[src/sv/drdf_pkg.sv]
// Shared types and constants for the detection row decode filter.
// Used by drdf_box_scale and detection_row_decode_filter; depends on nothing.

package drdf_pkg;

	localparam int unsigned MAX_CLASSES_DEFAULT = 256;
	localparam int unsigned BOX_VALUES = 5;

	localparam int unsigned VALUE_W = 20;
	localparam int unsigned SCALE_W = 16;
	localparam int unsigned CLASS_W = 8;
	localparam int unsigned COUNT_W = 9;
	localparam int unsigned EDGE_MAG_W = VALUE_W + 1;
	localparam int unsigned EDGE_PROD_W = EDGE_MAG_W + SCALE_W;
	localparam int unsigned SIZE_PROD_W = VALUE_W + SCALE_W;
	localparam int unsigned ADDR_W = 5;
	localparam int unsigned DATA_W = 32;

	localparam logic [COUNT_W-1:0] CLASS_COUNT_RESET = 9'd1;
	localparam logic [VALUE_W-1:0] CONF_THRESH_RESET = 20'd410;
	localparam logic [VALUE_W-1:0] SCORE_THRESH_RESET = 20'd512;
	localparam logic [SCALE_W-1:0] X_SCALE_RESET = 16'd1024;
	localparam logic [SCALE_W-1:0] Y_SCALE_RESET = 16'd1024;

	typedef enum logic [2:0] {
		REG_CLASS_COUNT = 3'd0,
		REG_CONF_THRESH = 3'd1,
		REG_SCORE_THRESH = 3'd2,
		REG_X_SCALE = 3'd3,
		REG_Y_SCALE = 3'd4
	} reg_index_t;

	// One accepted detection before scaling: edge numerators are 2*centre - size.
	typedef struct packed {
		logic [CLASS_W-1:0] class_index;
		logic [VALUE_W-1:0] objectness;
		logic left_neg;
		logic [EDGE_MAG_W-1:0] left_mag;
		logic top_neg;
		logic [EDGE_MAG_W-1:0] top_mag;
		logic [VALUE_W-1:0] width;
		logic [VALUE_W-1:0] height;
		logic [SCALE_W-1:0] x_scale;
		logic [SCALE_W-1:0] y_scale;
	} box_prep_t;

endpackage

[src/sv/detection_row_decode_filter.sv]
// Top level of the detection row decode filter: register file, row tracking and filtering.
// Depends on drdf_pkg and drdf_box_scale.
//
//   Port group     Direction  Handshake           Beat
//   in_*           input      in_valid/in_stall   one tensor value
//   out_*          output     out_valid/out_stall one detection at the end of a passing row
//   APB            slave      psel/penable        one register write or read
//
// One tensor value is accepted every cycle while the output is not stalled.
// After the last value of its row is accepted, a detection passes the row filter into the scale
// stage, the scale multipliers into the product register, and saturation into the output register.
// Reset clears the row position, the running best score and the registers to defaults.
// An output stall holds the scale stages; once all three hold detections while the input
// register holds a beat, in_stall rises in the same cycle and the register keeps that beat.

module detection_row_decode_filter #(
	parameter int unsigned MAX_CLASSES = drdf_pkg::MAX_CLASSES_DEFAULT
) (
	input  logic clk,
	input  logic arst_n,
	input  logic psel,
	input  logic penable,
	input  logic pwrite,
	input  logic [drdf_pkg::ADDR_W-1:0] paddr,
	input  logic [drdf_pkg::DATA_W-1:0] pwdata,
	output logic [drdf_pkg::DATA_W-1:0] prdata,
	output logic pready,
	input  logic in_valid,
	output logic in_stall,
	input  logic [drdf_pkg::VALUE_W-1:0] tensor_value,
	output logic out_valid,
	input  logic out_stall,
	output logic [drdf_pkg::CLASS_W-1:0] class_index,
	output logic [drdf_pkg::VALUE_W-1:0] objectness,
	output logic signed [15:0] box_left,
	output logic signed [15:0] box_top,
	output logic [14:0] box_width,
	output logic [14:0] box_height
);

	localparam logic [drdf_pkg::COUNT_W-1:0] MaxCls = drdf_pkg::COUNT_W'(MAX_CLASSES);
	localparam logic [drdf_pkg::COUNT_W-1:0] BoxCnt = drdf_pkg::COUNT_W'(drdf_pkg::BOX_VALUES);

	logic [drdf_pkg::COUNT_W-1:0] class_count_q;
	logic [drdf_pkg::VALUE_W-1:0] conf_thresh_q;
	logic [drdf_pkg::VALUE_W-1:0] score_thresh_q;
	logic [drdf_pkg::SCALE_W-1:0] x_scale_q;
	logic [drdf_pkg::SCALE_W-1:0] y_scale_q;

	logic valid_s1;
	logic [drdf_pkg::VALUE_W-1:0] value_s1;

	logic [drdf_pkg::COUNT_W-1:0] pos_q;
	logic [drdf_pkg::VALUE_W-1:0] box_q [drdf_pkg::BOX_VALUES];
	logic [drdf_pkg::VALUE_W-1:0] best_score_q;
	logic [drdf_pkg::CLASS_W-1:0] best_class_q;

	drdf_pkg::reg_index_t reg_sel;
	logic cfg_write;
	logic prep_ready;
	logic advance_s1;
	logic [drdf_pkg::COUNT_W-1:0] eff_classes;
	logic [drdf_pkg::COUNT_W-1:0] last_pos;
	logic is_box;
	logic row_end;
	logic take_best;
	logic [drdf_pkg::VALUE_W-1:0] next_score;
	logic [drdf_pkg::CLASS_W-1:0] next_class;
	logic emit;
	logic signed [drdf_pkg::VALUE_W+1:0] left_num;
	logic signed [drdf_pkg::VALUE_W+1:0] top_num;
	drdf_pkg::box_prep_t prep;

	assign reg_sel = drdf_pkg::reg_index_t'(paddr[4:2]);
	assign cfg_write = psel && penable && pwrite;
	assign pready = 1'b1;

	always_comb begin
		unique case (reg_sel)
			drdf_pkg::REG_CLASS_COUNT: prdata = 32'(class_count_q);
			drdf_pkg::REG_CONF_THRESH: prdata = 32'(conf_thresh_q);
			drdf_pkg::REG_SCORE_THRESH: prdata = 32'(score_thresh_q);
			drdf_pkg::REG_X_SCALE: prdata = 32'(x_scale_q);
			drdf_pkg::REG_Y_SCALE: prdata = 32'(y_scale_q);
			default: prdata = '0;
		endcase
	end

	always_ff @(posedge clk or negedge arst_n) begin
		if (!arst_n) begin
			class_count_q <= drdf_pkg::CLASS_COUNT_RESET;
			conf_thresh_q <= drdf_pkg::CONF_THRESH_RESET;
			score_thresh_q <= drdf_pkg::SCORE_THRESH_RESET;
			x_scale_q <= drdf_pkg::X_SCALE_RESET;
			y_scale_q <= drdf_pkg::Y_SCALE_RESET;
		end else if (cfg_write) begin
			unique case (reg_sel)
				drdf_pkg::REG_CLASS_COUNT: class_count_q <= pwdata[drdf_pkg::COUNT_W-1:0];
				drdf_pkg::REG_CONF_THRESH: conf_thresh_q <= pwdata[drdf_pkg::VALUE_W-1:0];
				drdf_pkg::REG_SCORE_THRESH: score_thresh_q <= pwdata[drdf_pkg::VALUE_W-1:0];
				drdf_pkg::REG_X_SCALE: x_scale_q <= pwdata[drdf_pkg::SCALE_W-1:0];
				drdf_pkg::REG_Y_SCALE: y_scale_q <= pwdata[drdf_pkg::SCALE_W-1:0];
				default: ;
			endcase
		end
	end

	assign advance_s1 = valid_s1 && prep_ready;
	assign in_stall = valid_s1 && !prep_ready;

	always_comb begin
		if (class_count_q == '0) begin
			eff_classes = drdf_pkg::COUNT_W'(1);
		end else if (class_count_q > MaxCls) begin
			eff_classes = MaxCls;
		end else begin
			eff_classes = class_count_q;
		end
	end

	assign last_pos = BoxCnt - drdf_pkg::COUNT_W'(1) + eff_classes;
	assign is_box = pos_q < BoxCnt;
	assign row_end = pos_q >= last_pos;
	assign take_best = (pos_q == BoxCnt) || (value_s1 > best_score_q);
	assign next_score = take_best ? value_s1 : best_score_q;
	assign next_class = take_best ? drdf_pkg::CLASS_W'(pos_q - BoxCnt) : best_class_q;
	assign emit = row_end && !is_box && (box_q[4] >= conf_thresh_q)
		&& (next_score > score_thresh_q);

	assign left_num = $signed({1'b0, box_q[0], 1'b0}) - $signed({2'b00, box_q[2]});
	assign top_num = $signed({1'b0, box_q[1], 1'b0}) - $signed({2'b00, box_q[3]});

	always_comb begin
		prep.class_index = next_class;
		prep.objectness = box_q[4];
		prep.left_neg = left_num[drdf_pkg::VALUE_W+1];
		prep.left_mag = left_num[drdf_pkg::VALUE_W+1]
			? drdf_pkg::EDGE_MAG_W'(-left_num) : left_num[drdf_pkg::EDGE_MAG_W-1:0];
		prep.top_neg = top_num[drdf_pkg::VALUE_W+1];
		prep.top_mag = top_num[drdf_pkg::VALUE_W+1]
			? drdf_pkg::EDGE_MAG_W'(-top_num) : top_num[drdf_pkg::EDGE_MAG_W-1:0];
		prep.width = box_q[2];
		prep.height = box_q[3];
		prep.x_scale = x_scale_q;
		prep.y_scale = y_scale_q;
	end

	always_ff @(posedge clk or negedge arst_n) begin
		if (!arst_n) begin
			valid_s1 <= 1'b0;
			pos_q <= '0;
			best_score_q <= '0;
			best_class_q <= '0;
		end else begin
			if (!in_stall) begin
				valid_s1 <= in_valid;
			end
			if (advance_s1) begin
				if (!is_box) begin
					best_score_q <= next_score;
					best_class_q <= next_class;
				end
				pos_q <= row_end ? '0 : pos_q + drdf_pkg::COUNT_W'(1);
			end
		end
	end

	always_ff @(posedge clk) begin
		if (in_valid && !in_stall) begin
			value_s1 <= tensor_value;
		end
		if (advance_s1 && is_box) begin
			box_q[pos_q[2:0]] <= value_s1;
		end
	end

	drdf_box_scale u_scale (
		.clk(clk),
		.arst_n(arst_n),
		.prep_valid(advance_s1 && emit),
		.prep_ready(prep_ready),
		.prep(prep),
		.out_valid(out_valid),
		.out_stall(out_stall),
		.class_index(class_index),
		.objectness(objectness),
		.box_left(box_left),
		.box_top(box_top),
		.box_width(box_width),
		.box_height(box_height)
	);

endmodule

[src/sv/drdf_box_scale.sv]
// Scaling pipeline: box values times image scales, truncation and saturation.
// Depends on drdf_pkg.

module drdf_box_scale (
	input  logic clk,
	input  logic arst_n,
	input  logic prep_valid,
	output logic prep_ready,
	input  drdf_pkg::box_prep_t prep,
	output logic out_valid,
	input  logic out_stall,
	output logic [drdf_pkg::CLASS_W-1:0] class_index,
	output logic [drdf_pkg::VALUE_W-1:0] objectness,
	output logic signed [15:0] box_left,
	output logic signed [15:0] box_top,
	output logic [14:0] box_width,
	output logic [14:0] box_height
);

	logic valid_s2;
	logic valid_s3;
	logic out_valid_q;
	logic out_free;
	logic s3_free;
	logic s2_free;

	drdf_pkg::box_prep_t prep_s2;

	logic [drdf_pkg::CLASS_W-1:0] class_s3;
	logic [drdf_pkg::VALUE_W-1:0] obj_s3;
	logic left_neg_s3;
	logic top_neg_s3;
	logic [drdf_pkg::EDGE_PROD_W-1:0] left_prod_s3;
	logic [drdf_pkg::EDGE_PROD_W-1:0] top_prod_s3;
	logic [drdf_pkg::SIZE_PROD_W-1:0] width_prod_s3;
	logic [drdf_pkg::SIZE_PROD_W-1:0] height_prod_s3;

	logic [15:0] left_px;
	logic [15:0] top_px;
	logic [15:0] width_px;
	logic [15:0] height_px;
	logic [15:0] left_sat;
	logic [15:0] top_sat;
	logic [14:0] width_sat;
	logic [14:0] height_sat;

	logic [drdf_pkg::CLASS_W-1:0] class_q;
	logic [drdf_pkg::VALUE_W-1:0] obj_q;
	logic [15:0] left_q;
	logic [15:0] top_q;
	logic [14:0] width_q;
	logic [14:0] height_q;

	assign out_free = !out_valid_q || !out_stall;
	assign s3_free = !valid_s3 || out_free;
	assign s2_free = !valid_s2 || s3_free;
	assign prep_ready = s2_free;

	always_ff @(posedge clk or negedge arst_n) begin
		if (!arst_n) begin
			valid_s2 <= 1'b0;
			valid_s3 <= 1'b0;
			out_valid_q <= 1'b0;
		end else begin
			if (s2_free) begin
				valid_s2 <= prep_valid;
			end
			if (s3_free) begin
				valid_s3 <= valid_s2;
			end
			if (out_free) begin
				out_valid_q <= valid_s3;
			end
		end
	end

	always_ff @(posedge clk) begin
		if (s2_free && prep_valid) begin
			prep_s2 <= prep;
		end
		if (s3_free && valid_s2) begin
			class_s3 <= prep_s2.class_index;
			obj_s3 <= prep_s2.objectness;
			left_neg_s3 <= prep_s2.left_neg;
			top_neg_s3 <= prep_s2.top_neg;
			left_prod_s3 <= prep_s2.left_mag * prep_s2.x_scale;
			top_prod_s3 <= prep_s2.top_mag * prep_s2.y_scale;
			width_prod_s3 <= prep_s2.width * prep_s2.x_scale;
			height_prod_s3 <= prep_s2.height * prep_s2.y_scale;
		end
		if (out_free && valid_s3) begin
			class_q <= class_s3;
			obj_q <= obj_s3;
			left_q <= left_sat;
			top_q <= top_sat;
			width_q <= width_sat;
			height_q <= height_sat;
		end
	end

	// Edge products carry 21 fraction bits, size products 20.
	assign left_px = left_prod_s3[drdf_pkg::EDGE_PROD_W-1 -: 16];
	assign top_px = top_prod_s3[drdf_pkg::EDGE_PROD_W-1 -: 16];
	assign width_px = width_prod_s3[drdf_pkg::SIZE_PROD_W-1 -: 16];
	assign height_px = height_prod_s3[drdf_pkg::SIZE_PROD_W-1 -: 16];

	always_comb begin
		if (left_neg_s3) begin
			left_sat = (left_px > 16'd32768) ? 16'h8000 : 16'(~left_px + 16'd1);
		end else begin
			left_sat = (left_px > 16'd32767) ? 16'h7fff : left_px;
		end
		if (top_neg_s3) begin
			top_sat = (top_px > 16'd32768) ? 16'h8000 : 16'(~top_px + 16'd1);
		end else begin
			top_sat = (top_px > 16'd32767) ? 16'h7fff : top_px;
		end
		width_sat = width_px[15] ? 15'h7fff : width_px[14:0];
		height_sat = height_px[15] ? 15'h7fff : height_px[14:0];
	end

	assign out_valid = out_valid_q;
	assign class_index = class_q;
	assign objectness = obj_q;
	assign box_left = left_q;
	assign box_top = top_q;
	assign box_width = width_q;
	assign box_height = height_q;

endmodule

[config.mk]
export PLATFORM = sky130hd
export DESIGN_NAME = detection_row_decode_filter
export DESIGN_NICKNAME = d
export VERILOG_FILES = /design/src/sv/drdf_pkg.sv /design/src/sv/detection_row_decode_filter.sv /design/src/sv/drdf_box_scale.sv
export SDC_FILE = /design/constraint.sdc
export NUM_CORES = 2
export LEC_CHECK = 0
export BUFFER_PORTS_ARGS = -buffer_cell sky130_fd_sc_hd__buf_2
export CORE_MARGIN = 2
export CORE_UTILIZATION = 50
export CTS_BUF_LIST = sky130_fd_sc_hd__clkbuf_8 sky130_fd_sc_hd__clkbuf_16
export DETAILED_ROUTE_END_ITERATION = 8
export PLACE_DENSITY_LB_ADDON = 0.12
export RECOVER_POWER = 100
export SLEW_MARGIN = 25
export SYNTH_ARGS = -nofsm -noshare
export SYNTH_HDL_FRONTEND = slang
export SYNTH_SLANG_ARGS = --single-unit
export TNS_END_PERCENT = 5
[constraint.sdc]
create_clock -name clk -period 18.07 [get_ports clk]
set_input_delay 0 -clock clk [delete_from_list [all_inputs] [get_ports clk]]
set_output_delay 0 -clock clk [all_outputs]
set_load 0.01 [all_outputs]
==> run summary <==
Outcome: finished, violations left
Failing checks: max-capacitance violations, max-slew violations
Post-synth top flop: edfxtp_1
Most common cell after layout, fill and taps aside: inv_1
Hold Crit Class: in2reg
Period utilization: 61.75%
P&R area growth vs syn: 8.041%
TritonCTS Buffers: 68
Post-DR wirelength/cell: 18.91 µm
Port bufs: 161
Vias in the first global route: 46710
Total wire length: 158800 µm
# Max-Cap Violations: 14
Clk sinks: 568
Synth Instances: 6504
Die width: 364.4 µm
H-tree depth: 3
Total power: 5.740 mW
Core Rows: 132
Post-synth ARST share: 21.48%
Met3 GRT Util: 3.223%
Slew @ Worst Pin: 3.976 ns
Vias: 44500
Crit path required time: 18.24 ns
HPWL Detailed: 114700 µm
CP endpoint kind: flop
Register area share after synthesis: 25.34%
IO Pins: 189
Residual DRC count: 0
Synth area leaders: fa_1 32%, edfxtp_1 21%, ha_1 10%
Layout cells sized above 1: 4.718%
Routing usage on met2: 40.72%
Met1 usage: 34.85%
Core area: 129200 µm²
Leakage power: 33.38 nW
Global route total overflow: 0
Yosys warning count: 0
Placed Area: 67530 µm²
Final setup viols: 0
P per Cell Area: 81.79 nW/µm²
Setup TNS: 0 ns
First-iteration detailed-routing DRC count: 2582
Most frequent cells in the layout: 1416 x inv_1, 1026 x fa_1, 943 x nand2_1, 537 x ha_1, 487 x and2_1
Worst-path cell chain: or4_1, nor3_1, and3_1, or3_1, o31ai_1, a21oi_1, clkbuf_1, o21ai_0, ha_1, nand4_1, nor2_1, nand3_1, or3_1, o22ai_1, a2111oi_0, o21ai_0, o211ai_1, nor2_1, clkbuf_1
Synth area leader: fa_1
Initial Util: 50.29%
Crit path time final: 11.16 ns
CP max FO: 72
Avg Cell Area, Syn: 9.986 µm²
Nets: 8230
CP Class: reg2reg
Reg clk slew, reported paths: 0.06 ns
Share of the synthesized area in the top cell type: 31.62%
Clk root buf: clkbuf_16
Global route hottest layer: met2
First-pass GRT wire length: 256000 µm
Vias per cell: 5.298
Die area: 132800 µm²
CP arrival: 11.32 ns
Unrepaired setup endpoints after global routing: no
CP top delay family: buffers and inverters
Largest net degree at the start of global routing: 73
Pre-CTS WS: 10.38 ns
CTS Buffer Depth: 3
First-pass DRT Iterations: 5
CP peak stage delay: 2.87 ns
#FFs+latches synth: 568
Max-slew violation count: 554
Initial antenna violation count: 4
Clock latency on the worst-skew pair: 0.68 ns
Final hold violation count: 0
Worst vdd ir: 0.00009169 V
Setup Skew: 0.05426 ns
Startpoint Class: flop
Mapped Area: 64950 µm²
CTS tree: done
Slew headroom: -165.1%
Cell area after layout: 70170 µm²
Antenna Nets Post-Route: 0
EDFF count, synth: 446
Final WS setup: 6.912 ns
GP Congestion: 0.8699
Yosys cell types: 71
Peak Freq: 0.08962 GHz
GRT Resource Usage Total: 24.74%
Die height: 364.4 µm
CP max stage cell: clkbuf_1
CP bufs+invs: 2
PostCTS Resize Cnt: 0
[where the power goes]
group / internal (mW) / switching, mW
combinational: 1.10 / 1.47
clock: 0.818 / 0.595
sequential: 1.65 / 0.110
total: 3.56 / 2.18
[cell type report]
class	instances	area [µm²]
diodes	2	5.005
clock buffers	71	1754
clock inverters	52	570.5
fillers	11730	58980
inverters	1410	5293
multi-input cells	4256	42140
flip-flops and latches	568	16460
well taps	1742	2180
repair buffers	299	1773
[worst register-to-register path: stages (launching register included)]
cell       delay (ns)
dfrtp_1          0.50
or4_1            0.58
nor3_1           0.34
and3_1           0.35
or3_1            0.15
o31ai_1          0.06
a21oi_1          0.84
clkbuf_1         1.68
o21ai_0          0.34
ha_1             0.42
nand4_1          0.16
nor2_1           0.14
nand3_1          0.11
or3_1            0.41
o22ai_1          0.14
a2111oi_0        0.09
o21ai_0          0.10
o211ai_1         0.20
nor2_1           1.12
clkbuf_1         2.88
[per-layer routing]
layer  wire length, µm  up-vias  part of all wire, %
met5                 0        -                    0
met4              3609        0                  2.3
met3              8085      215                  5.1
met2             74830     1122                   47
met1             72280    22890                   46
li1                  -    20280                    -
[logic make-up after synthesis]
| family | Yosys count | share of synthesized area (%) |
|---|---|---|
| AND/OR/NAND/NOR | 1873 | 13.87 |
| buffers and inverters | 1691 | 9.851 |
| adder cells (fa/ha/maj) | 1563 | 41.97 |
| AO/OA/AOI/OAI | 574 | 5.538 |
| flip-flops | 568 | 25.34 |
| XOR/XNOR | 147 | 1.982 |
| multiplexers | 86 | 1.437 |
| other | 2 | 0.01156 |
[registers in the layout, indices dropped and copies added, names as in the netlist, 9 cells and up]
name                    count
best_score_q               20
box_q                     100
class_count_q               9
conf_thresh_q              20
pos_q                       9
score_thresh_q             20
u_scale.box_height         15
u_scale.box_left           16
u_scale.box_top            16
u_scale.box_width          15
u_scale.height_prod_s3     16
u_scale.left_prod_s3       16
u_scale.obj_s3             20
u_scale.objectness         20
u_scale.prep_s2           142
u_scale.top_prod_s3        16
u_scale.width_prod_s3      16
value_s1                   20
x_scale_q                  16
y_scale_q                  16
[metrics by stage]
stage / instances / utilization, % / hold slack [ns]
after global placement: 8207 / 52.25 / 0.1039
after detailed placement: 8208 / 52.28 / 0.1100
after global routing: 8399 / 54.33 / 0.06404
final: 8400 / 54.33 / 0.07214
after floorplan: 6515 / - / -0.2956
after CTS: 8397 / 54.61 / 0.01304
[synthesized netlist by cell type (32+ instances only)]
| cell | count |
|---|---|
| nor2_1 | 131 |
| nor3_1 | 39 |
| inv_1 | 1409 |
| o21a_1 | 32 |
| xor2_1 | 47 |
| nand2_1 | 943 |
| nand3_1 | 63 |
| o21ai_0 | 174 |
| clkbuf_1 | 263 |
| or2_2 | 37 |
| fa_1 | 1026 |
| a21o_1 | 74 |
| ha_1 | 537 |
| xnor2_1 | 100 |
| and2_1 | 491 |
| mux2_2 | 58 |
| a21oi_1 | 122 |
| edfxtp_1 | 446 |
| dfrtp_1 | 113 |
[what timing repair did]
item                                   in CTS  in global routing
hold buffers                               66                  0
setup buffers                               0                  0
endpoints found under the hold margin     171                  0
setup endpoints to repair                   0                  0
[path summary, 6_finish.rpt]
| check | end | cells past startpoint | startpoint | slack (ns) |
|---|---|---|---|---|
| setup / recovery | u_scale.prep_s2[92] | 19 | pos_q[3] | 6.91 |
| hold / removal | conf_thresh_q[19] | 4 | pwdata[19] | 0.07 |
| setup reg to reg | u_scale.prep_s2[92] | 19 | pos_q[3] | 6.91 |
| hold reg to reg | u_scale.class_s3[6] | 0 | u_scale.prep_s2[142] | 0.42 |
| max in group asynchronous | x_scale_q[8] | 4 | arst_n | 13.68 |
| min in group asynchronous | conf_thresh_q[8] | 3 | arst_n | 0.75 |
Power figures use the tool's default switching activity.
